<file path="config.mk">
export PLATFORM = sky130hd
export DESIGN_NAME = hsl_to_rgb_converter_flat
export DESIGN_NICKNAME = d
export VERILOG_FILES = /design/src/rtl/hsl_pkg.sv /design/src/rtl/hsl_if.sv /design/src/rtl/hsl_to_rgb_converter.sv /design/src/rtl/hsl_chan.sv /design/src/flat_wrapper.sv
export SDC_FILE = /design/constraint.sdc
export NUM_CORES = 2
export LEC_CHECK = 0
export BUFFER_PORTS_ARGS = -buffer_cell sky130_fd_sc_hd__buf_2
export CORE_UTILIZATION = 65
export DETAILED_ROUTE_END_ITERATION = 12
export PLACE_DENSITY = 0.83
export SYNTH_ARGS = -nofsm -noshare
export SYNTH_HDL_FRONTEND = slang
export SYNTH_HIERARCHICAL = 1
export SYNTH_SLANG_ARGS = --single-unit
</file>
<file path="constraint.sdc">
create_clock -name clk -period 12.9 [get_ports clk]
set_input_delay 1.29 -clock clk [delete_from_list [all_inputs] [get_ports clk]]
set_output_delay 1.29 -clock clk [all_outputs]
set_load 0.005 [all_outputs]
</file>
<file path="src/rtl/hsl_pkg.sv">
// hsl_pkg: shared constants and types of the hsl to rgb converter
// depends on nothing; used by the interfaces, hsl_chan and the top level
package hsl_pkg;

  // configuration register indices
  localparam int CfgIdxW = 2;
  localparam logic [CfgIdxW-1:0] REG_SATURATION = 2'd0;
  localparam logic [CfgIdxW-1:0] REG_LIGHTNESS  = 2'd1;

  localparam logic [7:0] SATURATION_RESET = 8'd252;
  localparam logic [7:0] LIGHTNESS_RESET  = 8'd128;

  // hue sector bounds in degrees
  localparam logic [8:0] HUE_60  = 9'd60;
  localparam logic [8:0] HUE_120 = 9'd120;
  localparam logic [8:0] HUE_180 = 9'd180;
  localparam logic [8:0] HUE_240 = 9'd240;
  localparam logic [8:0] HUE_300 = 9'd300;
  localparam logic [8:0] HUE_360 = 9'd360;
  localparam logic [8:0] HUE_480 = 9'd480;

  // full channel weight
  localparam logic [5:0] W_FULL = 6'd60;

  // common denominator 255 * 2 * 60
  localparam logic [14:0] DEN = 15'd30600;
  // largest numerator kept: 256 * DEN - 1, still maps to 255
  localparam logic [22:0] NUM_MAX = 23'd7833599;
  // ceil(2^38 / DEN): exact floor division for numerators below 2^23
  localparam logic [23:0] RECIP = 24'd8982939;
  localparam int RecipShift = 38;

  // stage load enables for the channel datapath
  typedef struct packed {
    logic s2;
    logic s3;
    logic s4;
  } hsl_adv_t;

endpackage

</file>
<file path="src/rtl/hsl_if.sv">
// hsl_if: valid/ready channel interfaces for hue input, rgb output and register writes
// depends on hsl_pkg for the register index width

interface hsl_hue_if;
  logic       valid;
  logic       ready;
  logic [8:0] hue;
  modport source (output valid, output hue, input ready);
  modport sink (input valid, input hue, output ready);
endinterface

interface hsl_rgb_if;
  logic       valid;
  logic       ready;
  logic [7:0] red;
  logic [7:0] green;
  logic [7:0] blue;
  modport source (output valid, output red, output green, output blue, input ready);
  modport sink (input valid, input red, input green, input blue, output ready);
endinterface

interface hsl_cfg_if;
  logic                         valid;
  logic                         ready;
  logic [hsl_pkg::CfgIdxW-1:0]  index;
  logic [7:0]                   data;
  modport source (output valid, output index, output data, input ready);
  modport sink (input valid, input index, input data, output ready);
endinterface

</file>
<file path="src/rtl/hsl_to_rgb_converter.sv">
// hsl_to_rgb_converter: hue in degrees to 8-bit rgb, saturation and lightness from registers
// a hue transaction passes through every stage below before its rgb result is valid; throughput
// one hue per cycle while the rgb output is not stalled
// rate is set by the four-stage pipeline (sector decode, numerator, reciprocal multiply, output)
// a stalled output holds its stage; upstream bubbles are squeezed out
// reset (rst, synchronous): pipeline emptied, saturation 252, lightness 128
// depends on hsl_pkg, hsl_if and hsl_chan
module hsl_to_rgb_converter (
  input  logic      clk,
  input  logic      rst,
  hsl_hue_if.sink   hue_ch,
  hsl_cfg_if.sink   cfg,
  hsl_rgb_if.source rgb_ch
);
  import hsl_pkg::*;

  // configuration registers, always ready for a write transaction
  logic [7:0] saturation;
  logic [7:0] lightness;

  assign cfg.ready = 1'b1;

  always_ff @(posedge clk) begin
    if (rst) begin
      saturation <= SATURATION_RESET;
      lightness  <= LIGHTNESS_RESET;
    end else if (cfg.valid) begin
      case (cfg.index)
        REG_SATURATION: saturation <= cfg.data;
        REG_LIGHTNESS:  lightness  <= cfg.data;
        default: ;  // unknown index, write dropped
      endcase
    end
  end

  // per-stage valid bits and ready chain; a stage takes new data when empty
  // or when the stage behind it moves on
  logic v1, v2, v3, v4;
  logic rdy1, rdy2, rdy3, rdy4;
  hsl_adv_t adv;

  assign rdy4 = !v4 || rgb_ch.ready;
  assign rdy3 = !v3 || rdy4;
  assign rdy2 = !v2 || rdy3;
  assign rdy1 = !v1 || rdy2;

  assign hue_ch.ready = rdy1;
  assign rgb_ch.valid = v4;

  assign adv.s2 = rdy2 && v1;
  assign adv.s3 = rdy3 && v2;
  assign adv.s4 = rdy4 && v3;

  always_ff @(posedge clk) begin
    if (rst) begin
      v1 <= 1'b0;
      v2 <= 1'b0;
      v3 <= 1'b0;
      v4 <= 1'b0;
    end else begin
      if (rdy1) begin
        v1 <= hue_ch.valid;
      end
      if (rdy2) begin
        v2 <= v1;
      end
      if (rdy3) begin
        v3 <= v2;
      end
      if (rdy4) begin
        v4 <= v3;
      end
    end
  end

  // stage one: hue mod 120, secondary weight, sector ordering, span * saturation
  logic [8:0]  hmod_wide;
  logic [6:0]  hmod;
  logic [6:0]  dist60;
  logic [5:0]  k;
  logic [5:0]  wr_next, wg_next, wb_next;
  logic [9:0]  two_l;
  logic [7:0]  dev;
  logic [7:0]  span;
  logic [15:0] span_sat_next;

  always_comb begin
    if (hue_ch.hue >= HUE_480) begin
      hmod_wide = hue_ch.hue - HUE_480;
    end else if (hue_ch.hue >= HUE_360) begin
      hmod_wide = hue_ch.hue - HUE_360;
    end else if (hue_ch.hue >= HUE_240) begin
      hmod_wide = hue_ch.hue - HUE_240;
    end else if (hue_ch.hue >= HUE_120) begin
      hmod_wide = hue_ch.hue - HUE_120;
    end else begin
      hmod_wide = hue_ch.hue;
    end
    hmod = hmod_wide[6:0];

    // k = 60 - |hmod - 60|
    if (hmod >= 7'(W_FULL)) begin
      dist60 = hmod - 7'(W_FULL);
    end else begin
      dist60 = 7'(W_FULL) - hmod;
    end
    k = W_FULL - dist60[5:0];

    // 60-degree sector picks where chroma, secondary and zero go
    if (hue_ch.hue < HUE_60) begin
      wr_next = W_FULL; wg_next = k;      wb_next = '0;
    end else if (hue_ch.hue < HUE_120) begin
      wr_next = k;      wg_next = W_FULL; wb_next = '0;
    end else if (hue_ch.hue < HUE_180) begin
      wr_next = '0;     wg_next = W_FULL; wb_next = k;
    end else if (hue_ch.hue < HUE_240) begin
      wr_next = '0;     wg_next = k;      wb_next = W_FULL;
    end else if (hue_ch.hue < HUE_300) begin
      wr_next = k;      wg_next = '0;     wb_next = W_FULL;
    end else begin
      wr_next = W_FULL; wg_next = '0;     wb_next = k;
    end

    // span = 255 - |2L - 255|
    two_l = {1'b0, lightness, 1'b0};
    if (two_l >= 10'd255) begin
      dev = 8'(two_l - 10'd255);
    end else begin
      dev = 8'(10'd255 - two_l);
    end
    span          = 8'd255 - dev;
    span_sat_next = span * saturation;
  end

  logic [5:0]  wr, wg, wb;
  logic [7:0]  light1;
  logic [15:0] span_sat;

  always_ff @(posedge clk) begin
    if (rdy1 && hue_ch.valid) begin
      wr       <= wr_next;
      wg       <= wg_next;
      wb       <= wb_next;
      light1   <= lightness;
      span_sat <= span_sat_next;
    end
  end

  // stages two to four, one datapath per channel
  hsl_chan u_red (
    .clk      (clk),
    .adv      (adv),
    .light    (light1),
    .span_sat (span_sat),
    .weight   (wr),
    .level    (rgb_ch.red)
  );

  hsl_chan u_green (
    .clk      (clk),
    .adv      (adv),
    .light    (light1),
    .span_sat (span_sat),
    .weight   (wg),
    .level    (rgb_ch.green)
  );

  hsl_chan u_blue (
    .clk      (clk),
    .adv      (adv),
    .light    (light1),
    .span_sat (span_sat),
    .weight   (wb),
    .level    (rgb_ch.blue)
  );

endmodule

</file>
<file path="src/rtl/hsl_chan.sv">
// hsl_chan: one colour channel, stages two to four of the pipeline
// depends on hsl_pkg (constants, hsl_adv_t)
module hsl_chan (
  input  logic              clk,
  input  hsl_pkg::hsl_adv_t adv,
  input  logic [7:0]        light,
  input  logic [15:0]       span_sat,
  input  logic [5:0]        weight,
  output logic [7:0]        level
);
  import hsl_pkg::*;

  logic signed [7:0]  coef;
  logic signed [24:0] term;
  logic [22:0]        base;
  logic signed [25:0] num;
  logic [22:0]        num_clamped;

  logic [22:0] num_q;
  logic [46:0] prod;

  // numerator: L * DEN + span * S * (2w - 60)
  always_comb begin
    coef = $signed({1'b0, weight, 1'b0}) - 8'sd60;
    term = $signed({1'b0, span_sat}) * coef;
    base = 23'(light) * 23'(DEN);
    num  = $signed({3'b000, base}) + 26'(term);
    if (num[25]) begin
      num_clamped = '0;
    end else if (num[24:0] > 25'(NUM_MAX)) begin
      num_clamped = NUM_MAX;
    end else begin
      num_clamped = num[22:0];
    end
  end

  always_ff @(posedge clk) begin
    if (adv.s2) begin
      num_q <= num_clamped;
    end
    if (adv.s3) begin
      prod <= num_q * RECIP;
    end
    if (adv.s4) begin
      level <= prod[RecipShift+7:RecipShift];
    end
  end

endmodule
</file>
<file path="src/flat_wrapper.sv">
// flat-port wrapper written by rule: the top's interface ports become plain ports
module hsl_to_rgb_converter_flat import hsl_pkg::*;
  (clk, rst, hue_ch_valid, hue_ch_hue, hue_ch_ready, cfg_valid, cfg_index, cfg_data, cfg_ready, rgb_ch_valid, rgb_ch_red, rgb_ch_green, rgb_ch_blue, rgb_ch_ready);
  hsl_hue_if hue_ch_i ();
  hsl_cfg_if cfg_i ();
  hsl_rgb_if rgb_ch_i ();
  input  logic clk;
  input  logic rst;
  input wire logic [$bits(hue_ch_i.valid)-1:0] hue_ch_valid;
  input wire logic [$bits(hue_ch_i.hue)-1:0] hue_ch_hue;
  output wire logic [$bits(hue_ch_i.ready)-1:0] hue_ch_ready;
  input wire logic [$bits(cfg_i.valid)-1:0] cfg_valid;
  input wire logic [$bits(cfg_i.index)-1:0] cfg_index;
  input wire logic [$bits(cfg_i.data)-1:0] cfg_data;
  output wire logic [$bits(cfg_i.ready)-1:0] cfg_ready;
  output wire logic [$bits(rgb_ch_i.valid)-1:0] rgb_ch_valid;
  output wire logic [$bits(rgb_ch_i.red)-1:0] rgb_ch_red;
  output wire logic [$bits(rgb_ch_i.green)-1:0] rgb_ch_green;
  output wire logic [$bits(rgb_ch_i.blue)-1:0] rgb_ch_blue;
  input wire logic [$bits(rgb_ch_i.ready)-1:0] rgb_ch_ready;
  assign hue_ch_i.valid = hue_ch_valid;
  assign hue_ch_i.hue = hue_ch_hue;
  assign hue_ch_ready = hue_ch_i.ready;
  assign cfg_i.valid = cfg_valid;
  assign cfg_i.index = cfg_index;
  assign cfg_i.data = cfg_data;
  assign cfg_ready = cfg_i.ready;
  assign rgb_ch_valid = rgb_ch_i.valid;
  assign rgb_ch_red = rgb_ch_i.red;
  assign rgb_ch_green = rgb_ch_i.green;
  assign rgb_ch_blue = rgb_ch_i.blue;
  assign rgb_ch_i.ready = rgb_ch_ready;
  hsl_to_rgb_converter u_core (.clk(clk), .rst(rst), .hue_ch(hue_ch_i), .cfg(cfg_i), .rgb_ch(rgb_ch_i));
endmodule
</file>
Word level (Yosys, flattened, before mapping)
Index checks and enable logic that the tools add are counted.
Widths: inputs -> output; s select.
{ "word_totals": {"register_bits": 293, "input_bits": 24} }
{ "classes": {"add_sub_neg": 16, "mul": 8, "n_lt_le_gt_ge": 14, "n_eq_ne": 1, "mux": 20, "reduce_logical": 19} }
{ "op_table": {"columns": ["operator", "count"], "rows": [
  ["$mul 23x24->46 const B", 3],
  ["$add 24x25->26", 3],
  ["$gt 25x23->1 const B", 3],
  ["$mul 17x8->25", 3],
  ["$mux 6", 12],
  ["$mux 23", 3],
  ["$mux 7", 4],
  ["$sub 7x7->7 const B", 4],
  ["$sub 7x6->8 const B", 3],
  ["$mul 8x12->20 const B", 1],
  ["$ge 9x8->1 const B", 2],
  ["$ge 9x9->1 const B", 2],
  ["$lt 9x8->1 const B", 2],
  ["$mul 8x8->16", 1],
  ["$sub 8x8->8 const A", 2],
  ["$sub 6x6->6 const A", 2],
  ["$ge 9x7->1 const B", 1],
  ["$lt 9x6->1 const B", 1],
  ["$lt 9x7->1 const B", 1],
  ["$lt 9x9->1 const B", 1],
  ["$mux 8", 1],
  ["$reduce_or 2->1", 4],
  ["$sub 8x8->8 const B", 1],
  ["$ge 7x6->1 const B", 1],
  ["7 further kinds", 17]
]} }

Longest topological paths before layout
{ "logic_depth": {"word_depth": 12, "ltp_mapped": 33, "ltp_nobuf": 31} }

By module
Netlist, hierarchy kept.
{ "modules_own_cells": {"columns": ["mod", "n_inst", "cells_per_inst", "area_per_inst_um2", "seq_area_each_um2"], "rows": [
  ["hsl_chan (u_core.u_green)", 1, 1580, 15394.8, 1171.1],
  ["hsl_chan (u_core.u_blue)", 1, 1566, 15205.8, 1171.1],
  ["hsl_chan (u_core.u_red)", 1, 1569, 15184.6, 1171.1],
  ["hsl_to_rgb_converter", 1, 497, 4889.7, 1631.6]
]} }

Least setup slack after synthesis
OpenSTA, ideal clock, no wires.
{ "synth_timing": {"path_type": "reg-to-reg", "from": "register u_core.light1[6]", "to": "register u_core.u_blue.num_q[11] (data pin)", "setup_ps": 255, "arrival_ps": 8083, "t_required_ps": 12645, "slack_ps": 4562, "stages_incl_launch_ff": 28, "n_path_buf": 0, "path_cell_list": "edfxtp_1 fa_1 inv_1 fa_1 inv_1 fa_1 fa_1 ha_1 nand2_1 o21ai_0 a21oi_1 xnor2_1 ha_1 fa_1 inv_1 fa_1 inv_1 fa_1 ha_1 ha_1 and3_1 and3_1 and3_1 or4_4 nand3_1 o211ai_1 a22o_2 and3b_1"} }
{ "synth_between": {"elab_chain_cells": 4} }
{ "synth_lines": {"columns": ["element", "line_no", "rtl"], "rows": [
  ["from (decl)", "hsl_to_rgb_converter.sv:136", "logic [7:0] light1;"],
  ["from (signal assigned)", "hsl_to_rgb_converter.sv:144", "light1 <= lightness;"],
  ["$mul 8x12->20 *", "hsl_chan.sv:26", "base = 23'(light) * 23'(DEN);"],
  ["$add 24x25->26 *", "hsl_chan.sv:27", "num = $signed({3'b000, base}) + 26'(term);"],
  ["$gt 25x23->1", "hsl_chan.sv:30", "end else if (num[24:0] > 25'(NUM_MAX)) begin"],
  ["$reduce_or 2->1 (no line)", null, null],
  ["to (signal assigned)", "hsl_chan.sv:39", "num_q <= num_clamped;"],
  ["to (decl)", "hsl_chan.sv:19", "logic [22:0] num_q;"]
]} }
Mark *: on every way between the ends. The rest lies on a longest branch, timed or not.
A chain may end at the register's enable or synchronous reset.

Worst setup path in the final report
{ "layout_timing": {"from": "register u_core.light1[6]", "to": "register u_core.u_green.num_q[18] (data pin)"} }
{ "layout_between": {"elab_chain_cells": 4} }
{ "layout_lines": {"columns": ["element", "line_no"], "rows": [
  ["$mul 8x12->20 *", "hsl_chan.sv:26"],
  ["$add 24x25->26 *", "hsl_chan.sv:27"],
  ["$gt 25x23->1", "hsl_chan.sv:30"],
  ["$mux 23", "hsl_chan.sv:30"],
  ["to (signal assigned)", "hsl_chan.sv:39"],
  ["to (decl)", "hsl_chan.sv:19"]
]} }
Marks and branches as above.

==> impl_metrics.yaml <==
synth:
  synth_warnings: 6
  synth-async-reset-ratio_pct: 0
  synth.yosys.seq_area_share_pct: 10.2
  synth_edf_count: 158
  synth.top_cells.by_area: "fa_1 (31%), ha_1 (27%), inv_1 (10%)"
  synth_ff_type: "edfxtp_1"
  yosys.area.top_type: "fa_1"
  syn_area_per_cell_um2: 9.72
  ys_types: 94
  syn_inst: 5212
  syn-cell-area_um2: 50700
  synth-seq-cells: 178
  yosys.area.top_type_share_pct: 31.2
worst_setup_path:
  rr_startpoint: "u_core/light1[6]"
  reg2reg_depth: 26
  critPathKind: "register to register"
  worst_path_max_delay_cell: "and4_1"
  r2r-end: "u_core/u_green/num_q[18]"
  rrSetupSlack_ps: 3400
  cp.arrival_ps: 9690
  critPathRequiredTime_ps: 13090
  critPathMostFrequentCell: "fa_1"
  worstSetupStartpointType: "register"
  cp-end-kind: "register"
  worst-path-max-fanout: 23
  slowest_delay_ps: 930
routing:
  vias: 35900
  drc: 0
  initialDrtViolationCount: 2149
  first_pass_iters: 7
  final_antenna_net_count: 0
  avgViaCountPerCell: 5.68
  wirelength_um: 112000
  drt-wirelength-per-cell_um: 17.8
sta:
  period_needed_ps: 9500
  rsz0062_at_grt: "no"
  hold_violations: 0
  fmax_mhz: 105
  fin_crit_sh_pct: 73.6
  setup_tns_ps: 0
  maxSlewViolCount: 0
  relSlewSlack_pct: 17.8
  final-setup-viol-count: 0
  tightestPinTransition_ps: 1230
  skew_ps: 37.6
layout:
  nets: 7175
  fin_cells: 6321
  final_cell_mix: "inv_1 (1401), ha_1 (1094), fa_1 (789), and2_1 (211), nand2_1 (193)"
  final_common_cell: "inv_1"
  diodes: 0
  syn_to_final_growth_pct: 4.40
  drive_gt1_share_pct: 3.39
  postLayoutCellArea_um2: 52900
floorplan:
  die_h_um: 281
  initial_utilization_pct: 65.5
  fp-row-count: 102
  boundaryPins: 51
  coreArea_um2: 77300
  fp.dieW_um: 281
  die_area_um2: 79100
grt:
  grt_pass1_vias: 38600
  grt_max_degree: 60
  grt_overflow: 0
  grt_first_pass_wirelength_um: 187000
  antenna_found_initial: 2
  grtUsageTotal_pct: 29.7
place:
  dp.final_hpwl_um: 93200
  port_buffers: 49
  place_congestion: 0.946
  dpl_cell_area_um2: 52300
  dp.cells: 6289
cts:
  ctsHtreeMaxLevel: 4
  cts_buffers: 17
  cts_setup_buffers: 0
  cts_resized: 0
  cts_tree: "yes"
  root_buffer: "clkbuf_16"
  cts_sinks: 178
  postCtsHoldBufs: 0
  clock_latency_ps: 530
  clk_path_buf_depth: 2
  clkTransAtPathRegs_ps: 90
flow_run:
  max_cap_violations: 0
min_path:
  hp-class: "register to register"
  hold_depth: 0
  hold_path_end: "u_core/u_red/level[7]"
  hp-start: "u_core/u_red/prod[45]"
outcome:
  status: "complete, no violations"
## worst max path at each step
| stage | from | endpoint | slack, ps | depth (start not counted) |
|---|---|---|---|---|
| after floorplan | u_core/light1[6] | u_core/u_blue/num_q[11] | 4560 | 27 |
| after global placement | u_core/light1[6] | u_core/u_green/num_q[5] | 3850 | 26 |
| after detailed placement | u_core/light1[6] | u_core/u_green/num_q[8] | 3600 | 26 |
| after CTS | u_core/light1[5] | u_core/u_green/num_q[18] | 3450 | 26 |
| after global routing | u_core/light1[5] | u_core/u_green/num_q[17] | 2840 | 26 |
| final | u_core/light1[6] | u_core/u_green/num_q[18] | 3400 | 26 |
## Yosys cell counts, types with 27 or more instances
master	instances
a211oi_1	30
a21o_1	51
a21oi_1	187
a31oi_1	27
and2_1	211
clkbuf_1	42
edfxtp_1	158
fa_1	789
ha_1	1094
inv_1	1401
nand2_1	193
nand2b_1	49
nand3_1	57
nor2_1	148
nor2b_1	79
nor3_1	41
o21ai_0	96
xnor2_1	100
xor2_1	46
## layout make-up
cell class	count	area, µm²
timing repair buffer	74	433
inverter	1401	5260
fill	5647	24400
clock buffer	18	450
sequential	178	5140
tap	1040	1300
multi-input combinational	3596	40100
clock inverter	14	173
## critical path, delay by kind of cell (launching register included)
family | cells | cell delay (ps)
AO/OA/AOI/OAI | 8 | 1980
XOR/XNOR | 1 | 150
adder cells (fa/ha/maj) | 11 | 5050
buffers and inverters | 4 | 240
flip-flops | 1 | 770
AND/OR/NAND/NOR | 2 | 990
## cell families (layout without fill, tap and decap cells)
kind of cell / count (synthesis) / count (layout) / synth area share [%]
other: 2 / 22 / 0.0148
buffers and inverters: 1458 / 1507 / 10.9
adder cells (fa/ha/maj): 1883 / 1883 / 58.2
XOR/XNOR: 146 / 146 / 2.52
AND/OR/NAND/NOR: 929 / 929 / 9.85
flip-flops: 178 / 178 / 10.2
multiplexers: 14 / 14 / 0.279
AO/OA/AOI/OAI: 602 / 602 / 8.09
## per-layer routing
metal / share of wire, % / track usage (%)
met2: 50 / 51.8
met5: 0.015 / 0
met1: 41 / 37.2
met3: 5.2 / 3.97
met4: 3.7 / 12.1
## sequential cells by signal, indices dropped and copies added, names as in the netlist, 6 cells and up
name	cells
u_core/light1	8
u_core/lightness	8
u_core/saturation	8
u_core/span_sat	15
u_core/u_blue/level	8
u_core/u_blue/num_q	23
u_core/u_blue/prod	8
u_core/u_green/level	8
u_core/u_green/num_q	23
u_core/u_green/prod	8
u_core/u_red/level	8
u_core/u_red/num_q	23
u_core/u_red/prod	8
u_core/wb	6
u_core/wg	6
u_core/wr	6
## per-stage QoR
| stage | hold slack, ps | utilization, % | setup WS, ps |
|---|---|---|---|
| after floorplan | 400 | - | 4560 |
| after global routing | 428 | 68.4 | 2840 |
| after global placement | 404 | 67.6 | 3850 |
| after CTS | 417 | 68.4 | 3450 |
| after detailed placement | 405 | 67.6 | 3600 |
| final | 413 | 68.4 | 3400 |
Power is not shown: default switching activity piles up to over one toggle a cycle in this logic, so the estimate is an artifact.
